==> config.mk <==
export PLATFORM = sky130hd
export DESIGN_NAME = transaction_id_tag_scanner_core_flat
export DESIGN_NICKNAME = d
export VERILOG_FILES = /design/src/tis_pkg.sv /design/src/tis_if.sv /design/src/tis_scan_engine.sv /design/src/transaction_id_tag_scanner_core.sv /design/src/flat_wrapper.sv
export SDC_FILE = /design/constraint.sdc
export NUM_CORES = 2
export LEC_CHECK = 0
export BUFFER_PORTS_ARGS = -buffer_cell sky130_fd_sc_hd__buf_4
export CAP_MARGIN = 10
export CORE_ASPECT_RATIO = 0.9
export CORE_MARGIN = 1
export CORE_UTILIZATION = 25
export CTS_CLUSTER_DIAMETER = 40
export DETAILED_ROUTE_END_ITERATION = 8
export PLACE_DENSITY = 0.47
export SYNTH_ARGS = -nofsm -noshare
export SYNTH_HDL_FRONTEND = slang
export SYNTH_HIERARCHICAL = 1
export SYNTH_SLANG_ARGS = --single-unit
==> constraint.sdc <==
create_clock -name clk -period 12.82 [get_ports clk]
set_clock_uncertainty 0.15 [all_clocks]
set_input_delay 2.564 -clock clk [delete_from_list [all_inputs] [get_ports clk]]
set_output_delay 2.564 -clock clk [all_outputs]
set_load 0.05 [all_outputs]
==> src/tis_pkg.sv <==
// ----------------------------------------------------------------------------
// tis_pkg: shared types and constants of the transaction id tag scanner
// Field widths, limits, register map codes and the structs passed between
// the top level and the scan engine.
// ----------------------------------------------------------------------------
`default_nettype none

package tis_pkg;

  localparam int TIS_POS_W         = 16;
  localparam logic [TIS_POS_W-1:0] TIS_POS_LIMIT = 16'hFFFF;
  localparam int TIS_MAX_ID_BYTES  = 8;
  localparam int TIS_STAGE_CNT     = TIS_MAX_ID_BYTES + 1;
  localparam int TIS_LEFT_W        = 4;
  localparam int TIS_VAL_W         = 8 * TIS_MAX_ID_BYTES;

  // configuration port
  localparam int TIS_ADDR_W = 4;
  localparam int TIS_DATA_W = 32;
  localparam logic [1:0] REG_DEST_TAG  = 2'd0;
  localparam logic [1:0] REG_ORIG_TAG  = 2'd1;
  localparam logic [1:0] REG_BEGIN_TAG = 2'd2;

  localparam logic [7:0] DEST_TAG_RST  = 8'h49;
  localparam logic [7:0] ORIG_TAG_RST  = 8'h48;
  localparam logic [7:0] BEGIN_TAG_RST = 8'h62;

  typedef struct packed {
    logic [7:0] dest_tag;
    logic [7:0] orig_tag;
    logic [7:0] begin_tag;
  } tis_tags_t;

  // one field being gathered; stage index gives its age in bytes
  typedef struct packed {
    logic                  valid;
    logic                  is_dest;
    logic                  is_orig;
    logic                  begin_before;
    logic [TIS_LEFT_W-1:0] left;
    logic [TIS_POS_W-1:0]  start;
    logic [TIS_VAL_W-1:0]  value;
  } tis_stage_t;

  typedef struct packed {
    logic                 found;
    logic                 begin_before;
    logic [TIS_POS_W-1:0] start;
    logic [TIS_VAL_W-1:0] value;
  } tis_best_t;

  typedef struct packed {
    logic                 found;
    logic                 id_kind;
    logic [TIS_VAL_W-1:0] id_value;
    logic                 after_begin;
    logic                 too_long;
  } tis_result_t;

endpackage

`default_nettype wire

==> src/tis_if.sv <==
// ----------------------------------------------------------------------------
// tis_in_if / tis_out_if: valid/ready channels of the scanner
// Byte channel into the block and result channel out of it.
// ----------------------------------------------------------------------------
`default_nettype none

interface tis_in_if;
  logic       valid;
  logic       ready;
  logic [7:0] data_byte;
  logic       last;

  modport source (output valid, output data_byte, output last, input ready);
  modport sink   (input valid, input data_byte, input last, output ready);
endinterface

interface tis_out_if;
  logic        valid;
  logic        ready;
  logic        found;
  logic        id_kind;
  logic [63:0] id_value;
  logic        after_begin;
  logic        too_long;

  modport source (output valid, output found, output id_kind, output id_value,
                  output after_begin, output too_long, input ready);
  modport sink   (input valid, input found, input id_kind, input id_value,
                  input after_begin, input too_long, output ready);
endinterface

`default_nettype wire

==> src/tis_scan_engine.sv <==
// ----------------------------------------------------------------------------
// tis_scan_engine: per-byte field tracking
// Keeps a shift line of fields under way, one stage per byte of age, and the
// earliest complete destination and origin fields of the current message.
// ----------------------------------------------------------------------------
`default_nettype none

module tis_scan_engine
  import tis_pkg::*;
(
  input  wire logic        clk,
  input  wire logic        rst_n,
  input  wire logic        step,
  input  wire logic [7:0]  data_byte,
  input  wire logic        last,
  input  wire tis_tags_t   tags,
  output tis_result_t      res
);

  tis_stage_t                st_r   [TIS_STAGE_CNT];
  tis_stage_t                st_nxt [TIS_STAGE_CNT];
  tis_stage_t                fed    [TIS_STAGE_CNT];
  logic [TIS_STAGE_CNT-1:0]  done_d;
  logic [TIS_STAGE_CNT-1:0]  done_o;
  tis_best_t                 best_d_r, best_d_nxt;
  tis_best_t                 best_o_r, best_o_nxt;
  tis_stage_t                cand_d, cand_o;
  logic                      cand_d_v, cand_o_v;
  logic [TIS_POS_W-1:0]      pos_r, pos_nxt;
  logic                      begin_r, begin_nxt;
  logic                      over;
  logic                      hit_d, hit_o;

  always_comb begin
    over  = (pos_r >= TIS_POS_LIMIT);
    hit_d = (data_byte == tags.dest_tag);
    hit_o = (data_byte == tags.orig_tag);

    // feed the byte to every field under way
    for (int k = 0; k < TIS_STAGE_CNT; k++) begin
      fed[k]    = st_r[k];
      done_d[k] = 1'b0;
      done_o[k] = 1'b0;
      if (st_r[k].valid) begin
        if (k == 0) begin
          if ((data_byte == 8'd0) || (data_byte > 8'(TIS_MAX_ID_BYTES))) begin
            fed[k].valid = 1'b0;
          end else begin
            fed[k].left = data_byte[TIS_LEFT_W-1:0];
          end
        end else begin
          fed[k].value = {st_r[k].value[TIS_VAL_W-9:0], data_byte};
          fed[k].left  = st_r[k].left - 1'b1;
          if (st_r[k].left == TIS_LEFT_W'(1)) begin
            done_d[k]    = st_r[k].is_dest;
            done_o[k]    = st_r[k].is_orig;
            fed[k].valid = 1'b0;
          end
        end
      end
    end

    // older stage started earlier: take the oldest completion
    cand_d   = fed[0];
    cand_o   = fed[0];
    cand_d_v = 1'b0;
    cand_o_v = 1'b0;
    for (int k = 0; k < TIS_STAGE_CNT; k++) begin
      if (done_d[k]) begin
        cand_d   = fed[k];
        cand_d_v = 1'b1;
      end
      if (done_o[k]) begin
        cand_o   = fed[k];
        cand_o_v = 1'b1;
      end
    end

    best_d_nxt = best_d_r;
    if (cand_d_v && (!best_d_r.found || (cand_d.start < best_d_r.start))) begin
      best_d_nxt.found        = 1'b1;
      best_d_nxt.start        = cand_d.start;
      best_d_nxt.value        = cand_d.value;
      best_d_nxt.begin_before = cand_d.begin_before;
    end
    best_o_nxt = best_o_r;
    if (cand_o_v && (!best_o_r.found || (cand_o.start < best_o_r.start))) begin
      best_o_nxt.found        = 1'b1;
      best_o_nxt.start        = cand_o.start;
      best_o_nxt.value        = cand_o.value;
      best_o_nxt.begin_before = cand_o.begin_before;
    end

    // advance the shift line, open a field on a tag byte
    st_nxt[0]              = '0;
    st_nxt[0].valid        = !over && (hit_d || hit_o);
    st_nxt[0].is_dest      = hit_d;
    st_nxt[0].is_orig      = hit_o;
    st_nxt[0].begin_before = begin_r;
    st_nxt[0].start        = pos_r;
    for (int k = 1; k < TIS_STAGE_CNT; k++) begin
      st_nxt[k] = fed[k-1];
    end

    begin_nxt = begin_r || (data_byte == tags.begin_tag);
    pos_nxt   = over ? pos_r : pos_r + 1'b1;

    res = '0;
    if (best_d_nxt.found) begin
      res.found    = 1'b1;
      res.id_value = best_d_nxt.value;
    end else if (best_o_nxt.found) begin
      res.found       = 1'b1;
      res.id_kind     = 1'b1;
      res.id_value    = best_o_nxt.value;
      res.after_begin = best_o_nxt.begin_before;
    end
    res.too_long = over;

    // end of message: drop all per-message state
    if (last) begin
      for (int k = 0; k < TIS_STAGE_CNT; k++) begin
        st_nxt[k].valid = 1'b0;
      end
      best_d_nxt.found = 1'b0;
      best_o_nxt.found = 1'b0;
      begin_nxt        = 1'b0;
      pos_nxt          = '0;
    end
  end

  always_ff @(posedge clk) begin
    if (!rst_n) begin
      for (int k = 0; k < TIS_STAGE_CNT; k++) begin
        st_r[k] <= '0;
      end
      best_d_r <= '0;
      best_o_r <= '0;
      pos_r    <= '0;
      begin_r  <= 1'b0;
    end else if (step) begin
      for (int k = 0; k < TIS_STAGE_CNT; k++) begin
        st_r[k] <= st_nxt[k];
      end
      best_d_r <= best_d_nxt;
      best_o_r <= best_o_nxt;
      pos_r    <= pos_nxt;
      begin_r  <= begin_nxt;
    end
  end

`ifndef SYNTHESIS
  // the oldest stage always finishes on the next byte
  assert property (@(posedge clk) disable iff (!rst_n)
    st_r[TIS_STAGE_CNT-1].valid |-> st_r[TIS_STAGE_CNT-1].left == TIS_LEFT_W'(1))
    else $error("oldest field stage would outlive the window");

  assert property (@(posedge clk) disable iff (!rst_n)
    best_d_r.found |-> best_d_r.start < pos_r)
    else $error("destination field starts at or after current position");

  assert property (@(posedge clk) disable iff (!rst_n)
    step && last |=> (pos_r == '0) && !begin_r && !best_d_r.found && !best_o_r.found)
    else $error("message state not cleared after final byte");
`endif

endmodule

`default_nettype wire

==> src/transaction_id_tag_scanner_core.sv <==
// ----------------------------------------------------------------------------
// transaction_id_tag_scanner_core: streaming transaction id field search
// Byte stream in, one result word per message out, APB tag registers.
// ----------------------------------------------------------------------------
// The block takes one message byte per clock, back to back, unless a final byte
// waits for a busy result slot, and gives one result word per message: the
// final byte passes the input register, then its result the output register.
// Each byte is held in the input register, then folded into a nine-stage line
// of fields under way (one stage per byte of age, enough for a tag, a length
// and eight value bytes) and into the earliest destination and origin matches
// so far. A result waiting in the output register does not stop incoming bytes
// until the next final byte arrives. Tag registers live at byte addresses 0, 4
// and 8; the user keeps them changed only while no message is in flight, as the block does not enforce it.
`default_nettype none

module transaction_id_tag_scanner_core
  import tis_pkg::*;
(
  input  wire logic                  clk,
  input  wire logic                  rst_n,
  tis_in_if.sink                     in_chan,
  tis_out_if.source                  out_chan,
  input  wire logic                  psel,
  input  wire logic                  penable,
  input  wire logic                  pwrite,
  input  wire logic [TIS_ADDR_W-1:0] paddr,
  input  wire logic [TIS_DATA_W-1:0] pwdata,
  output logic      [TIS_DATA_W-1:0] prdata,
  output logic                       pready
);

  tis_tags_t   tags_r;
  logic        in_v_r;
  logic [7:0]  in_byte_r;
  logic        in_last_r;
  logic        out_v_r;
  tis_result_t out_res_r;
  tis_result_t res;
  logic        step;
  logic        in_take;
  logic        cfg_wr;

  // configuration registers
  assign pready = 1'b1;
  assign cfg_wr = psel && penable && pwrite;

  always_ff @(posedge clk) begin
    if (!rst_n) begin
      tags_r.dest_tag  <= DEST_TAG_RST;
      tags_r.orig_tag  <= ORIG_TAG_RST;
      tags_r.begin_tag <= BEGIN_TAG_RST;
    end else if (cfg_wr) begin
      unique case (paddr[3:2])
        REG_DEST_TAG:  tags_r.dest_tag  <= pwdata[7:0];
        REG_ORIG_TAG:  tags_r.orig_tag  <= pwdata[7:0];
        REG_BEGIN_TAG: tags_r.begin_tag <= pwdata[7:0];
        default: ;
      endcase
    end
  end

  always_comb begin
    unique case (paddr[3:2])
      REG_DEST_TAG:  prdata = {24'd0, tags_r.dest_tag};
      REG_ORIG_TAG:  prdata = {24'd0, tags_r.orig_tag};
      REG_BEGIN_TAG: prdata = {24'd0, tags_r.begin_tag};
      default:       prdata = '0;
    endcase
  end

  // process the held byte unless it closes a message and the result slot is busy
  assign step           = in_v_r && (!in_last_r || !out_v_r || out_chan.ready);
  assign in_chan.ready  = !in_v_r || step;
  assign in_take        = in_chan.valid && in_chan.ready;

  always_ff @(posedge clk) begin
    if (!rst_n) begin
      in_v_r <= 1'b0;
    end else if (in_take) begin
      in_v_r <= 1'b1;
    end else if (step) begin
      in_v_r <= 1'b0;
    end
  end

  always_ff @(posedge clk) begin
    if (in_take) begin
      in_byte_r <= in_chan.data_byte;
      in_last_r <= in_chan.last;
    end
  end

  tis_scan_engine u_engine (
    .clk       (clk),
    .rst_n     (rst_n),
    .step      (step),
    .data_byte (in_byte_r),
    .last      (in_last_r),
    .tags      (tags_r),
    .res       (res)
  );

  always_ff @(posedge clk) begin
    if (!rst_n) begin
      out_v_r <= 1'b0;
    end else if (step && in_last_r) begin
      out_v_r <= 1'b1;
    end else if (out_chan.ready) begin
      out_v_r <= 1'b0;
    end
  end

  always_ff @(posedge clk) begin
    if (step && in_last_r) begin
      out_res_r <= res;
    end
  end

  assign out_chan.valid       = out_v_r;
  assign out_chan.found       = out_res_r.found;
  assign out_chan.id_kind     = out_res_r.id_kind;
  assign out_chan.id_value    = out_res_r.id_value;
  assign out_chan.after_begin = out_res_r.after_begin;
  assign out_chan.too_long    = out_res_r.too_long;

endmodule

`default_nettype wire

==> src/flat_wrapper.sv <==
// flat-port wrapper written by rule: the top's interface ports become plain ports
module transaction_id_tag_scanner_core_flat import tis_pkg::*;
  (clk, rst_n, psel, penable, pwrite, paddr, pwdata, prdata, pready, in_chan_valid, in_chan_data_byte, in_chan_last, in_chan_ready, out_chan_valid, out_chan_found, out_chan_id_kind, out_chan_id_value, out_chan_after_begin, out_chan_too_long, out_chan_ready);
  tis_in_if in_chan_i ();
  tis_out_if out_chan_i ();
  input  wire logic clk;
  input  wire logic rst_n;
  input  wire logic psel;
  input  wire logic penable;
  input  wire logic pwrite;
  input  wire logic [TIS_ADDR_W-1:0] paddr;
  input  wire logic [TIS_DATA_W-1:0] pwdata;
  output logic      [TIS_DATA_W-1:0] prdata;
  output logic pready;
  input wire logic [$bits(in_chan_i.valid)-1:0] in_chan_valid;
  input wire logic [$bits(in_chan_i.data_byte)-1:0] in_chan_data_byte;
  input wire logic [$bits(in_chan_i.last)-1:0] in_chan_last;
  output wire logic [$bits(in_chan_i.ready)-1:0] in_chan_ready;
  output wire logic [$bits(out_chan_i.valid)-1:0] out_chan_valid;
  output wire logic [$bits(out_chan_i.found)-1:0] out_chan_found;
  output wire logic [$bits(out_chan_i.id_kind)-1:0] out_chan_id_kind;
  output wire logic [$bits(out_chan_i.id_value)-1:0] out_chan_id_value;
  output wire logic [$bits(out_chan_i.after_begin)-1:0] out_chan_after_begin;
  output wire logic [$bits(out_chan_i.too_long)-1:0] out_chan_too_long;
  input wire logic [$bits(out_chan_i.ready)-1:0] out_chan_ready;
  assign in_chan_i.valid = in_chan_valid;
  assign in_chan_i.data_byte = in_chan_data_byte;
  assign in_chan_i.last = in_chan_last;
  assign in_chan_ready = in_chan_i.ready;
  assign out_chan_valid = out_chan_i.valid;
  assign out_chan_found = out_chan_i.found;
  assign out_chan_id_kind = out_chan_i.id_kind;
  assign out_chan_id_value = out_chan_i.id_value;
  assign out_chan_after_begin = out_chan_i.after_begin;
  assign out_chan_too_long = out_chan_i.too_long;
  assign out_chan_i.ready = out_chan_ready;
  transaction_id_tag_scanner_core u_core (.clk(clk), .rst_n(rst_n), .in_chan(in_chan_i), .out_chan(out_chan_i), .psel(psel), .penable(penable), .pwrite(pwrite), .paddr(paddr), .pwdata(pwdata), .prdata(prdata), .pready(pready));
endmodule
==> out/qor.csv <==
metric;value;unit
P_sw;1.642;mW
pin count of the biggest net entering global routing;197;
switching part of the total;25.68;%
root buf cell;clkbuf_16;
hold_buf cts;0;
Post-synth top cells;513 x edfxtp_1, 332 x nor2_1, 278 x mux2i_1;
Period Utilization, post-route;56.85;%
Post-Route WL;133700;µm
Clock Latency Late Sink;0.71;ns
clock slew at reported path FFs;0.06;ns
status;finished clean;
number of flops mapped to enable cells by yosys;513;
Setup Fix Bufs, Post-CTS;0;
Via-to-Cell Ratio;5.305;
mapped cell area;37580;µm²
fin crit period;7.288;ns
VDD IR max;98.22;µV
max_cap viols;0;
crit path DAT;7.51;ns
Async S/R FF share, synth;0;%
Final nets;3614;
initial antenna violation count;1;
CP required;13.04;ns
routed len/inst;23.93;µm
final core utilization;29.67;%
Peak Freq;137.2;MHz
total track usage;17.07;%
max-slew violation count;0;
CTS Sinks;719;
pwr dens;144.9;nW/µm²
Synth-to-Final Area Change;17.40;%
Startpoint Class;flip-flop;
vias in the first global route;28557;
Overflow after GRT;0;
Yosys reg bits;719;
unrepaired setup endpoints after global routing;false;
Synth Area in Simple Gates;14.48;%
ANT nets after route;0;
Hold/Removal Path Class;flip-flop to flip-flop;
port bufs;103;
crit path max fanout;48;
die height;369.8;µm
Initial Util;25.27;%
power share of the combinational group;7.1;%
largest area contributor in the netlist;edfxtp_1;
core area;148700;µm²
die area;151900;µm²
leak pwr;16.47;nW
fillers;15291;
CP max stage cell;a211oi_2;
DRC;0;
clk buf depth;3;
total CTS buffers;110;
Placer Congestion;0.8363;
layout cells sized above 1;12.95;%
num ports;155;
post-synthesis compound-gate area fraction;17.68;%
main flop type after synthesis;edfxtp_1;
CTS tree;built;
area share of the largest cell type after synthesis;40.99;%
syn avg cell area;10.59;µm²
Final Hold Vio Count;0;
largest family of logic cells by synthesized area;compound AO/OA/AOI/OAI gates;
relative slew slack;19.15;%
Adder-Cell Fraction of Synth Area;1.498;%
Die Wd;410.7;µm
DR vias;29636;
H-tree levels;3;
first-pass GRT wire length;196300;µm
Internal;4.753;mW
CTS resizes;0;
synth warn;6;
R2R depth;14;
Tightest Pin Transition;1.213;ns
Final setup viols;0;
CP Capture Type;flip-flop;
Clock power frac;50.7;%
crit path kind;flip-flop to flip-flop;
Crit path largest cell delay;0.93;ns
most used cell, CP;buf_4;
cells along the critical path;buf_4, nand4bb_1, buf_4, a211oi_2, nand2_1, o22ai_1, a211oi_1, ha_1, a2111oi_0, nand3_1, o211a_4, nor2_2, buf_4, o221ai_1;
worst hold path stage count;2;
placed wire-length estimate;82950;µm
most frequent cell after synthesis;edfxtp_1;
row cnt;134;
synth unique cells;96;
top cells by area, synth;edfxtp_1 41%, dfxtp_1 11%, mux2i_1 7.4%;
DR iter-0 viols;2885;
register area share after synthesis;51.96;%
multiplexer share of the synthesized area;7.883;%
final setup TNS;0;ns
Synth Instances;3550;
Post-Synth XOR/XNOR Area;1.352;%
Flop pwr share;42.2;%
first-pass iteration count of the detailed router;6;
[placed cells by master, fill, tap and decap left out, types with 13 or more instances in the layout]
cell | Yosys | routed
a221oi_1 | 21 | 21
inv_6 | 0 | 15
xnor2_1 | 42 | 42
bufinv_16 | 0 | 13
a21o_1 | 14 | 14
a22o_1 | 85 | 85
nand4b_1 | 13 | 13
o22ai_1 | 68 | 68
nor2_1 | 332 | 326
inv_1 | 88 | 88
a31oi_1 | 52 | 52
a31o_2 | 14 | 14
o21a_1 | 16 | 15
and3_1 | 236 | 236
clkbuf_16 | 0 | 120
conb_1 | 2 | 25
mux2_2 | 15 | 15
a221o_1 | 30 | 30
nor3_1 | 43 | 43
o22a_1 | 15 | 15
a32o_1 | 16 | 16
o21ai_0 | 172 | 172
dfxtp_1 | 206 | 206
nand2_1 | 212 | 209
nor2b_1 | 24 | 24
o221ai_1 | 50 | 50
xor2_1 | 16 | 16
a21oi_1 | 91 | 90
or3_1 | 13 | 13
buf_4 | 33 | 177
mux2i_1 | 278 | 278
o31ai_1 | 31 | 31
nand3_1 | 88 | 88
a211oi_1 | 95 | 93
edfxtp_1 | 513 | 513
nand4_1 | 47 | 47
a311oi_1 | 27 | 27
ha_1 | 45 | 45
o2bb2ai_1 | 18 | 18
[per-stage QoR]
step           instances  hold WS (ns)  area [µm²]  setup slack (ns)  power, mW
6_report            5586        0.3092       44120             5.532      6.395
5_1_grt             5585        0.3196       44120             5.182      6.584
4_1_cts             5585        0.3088       44120             5.665      6.445
3_5_place_dp        5377        0.2975       40120             5.673      3.192
3_3_place_gp        5377        0.2886       40120             5.698      3.188
2_1_floorplan       3573        0.2791       37670             3.306      3.025
[logic make-up after synthesis]
group / after synthesis
compound gates: 914
xor+xnor: 58
fa+ha+maj: 45
buf+inv: 443
flops: 719
mux: 294
other cells: 2
simple gates: 1075
[cell type report]
cell class,instances,area [µm²],share of cell area (%)
flip-flops and latches,719,19530,44.26
multi-input cells,2411,16370,37.11
clock buffers,138,3171,7.186
well taps,1972,2467,5.592
repair buffers,181,1403,3.179
clock inverters,70,825.8,1.872
inverters,94,352.8,0.7997
diodes,1,2.502,0.005671
[power by group through the flow]
stage / clock network [mW] / logic (mW) / registers [mW]
after global routing: 3.39 / 0.487 / 2.71
final: 3.24 / 0.455 / 2.70
after floorplan: 0 / 0.308 / 2.72
after global placement: 0 / 0.450 / 2.74
after CTS: 3.30 / 0.453 / 2.69
after detailed placement: 0 / 0.451 / 2.74
[worst paths after layout]
path	startpoint	to	slack, ns
hold / removal	u_core/u_engine/best_d_r[7]	u_core/u_engine/best_d_r[7]	0.31
hold reg to reg	u_core/u_engine/best_d_r[7]	u_core/u_engine/best_d_r[7]	0.31
setup reg to reg	u_core/u_engine/st_r[0][527]	u_core/out_chan.id_value[50]	5.53
setup / recovery	u_core/u_engine/st_r[0][527]	u_core/out_chan.id_value[50]	5.53
[registers in the layout, indices dropped and copies added (netlist names)]
signal and cells:
u_core/tags_r 24, u_core/out_chan.too_long 1, u_core/out_chan.found 1, u_core/in_v_r 1
u_core/in_last_r 1, u_core/out_chan.id_value 64, u_core/out_chan.valid 1, u_core/out_chan.id_kind 1
u_core/in_byte_r 8, u_core/u_engine/best_d_r 81, u_core/u_engine/best_o_r 82, u_core/out_chan.after_begin 1
u_core/u_engine/pos_r 16, u_core/u_engine/begin_r 1, u_core/u_engine/st_r 436
[worst max-delay path, delay by kind of cell, from the launching register on]
family	cells	cell delay [ns]
buffers and inverters	3	1.33
adders and majority gates	1	0.38
and+or+nand+nor	4	2.00
DFF	1	0.32
AOI/OAI and AO/OA	6	2.67
[layer usage]
metal	wire length [µm]	share of wire, %	GRT usage [%]
met2	56460	42	24.85
met5	0	0	0
met3	9904	7.4	3.338
met1	64030	48	25.26
met4	3296	2.5	4.858
No activity file was read; power rests on OpenSTA's default activity.
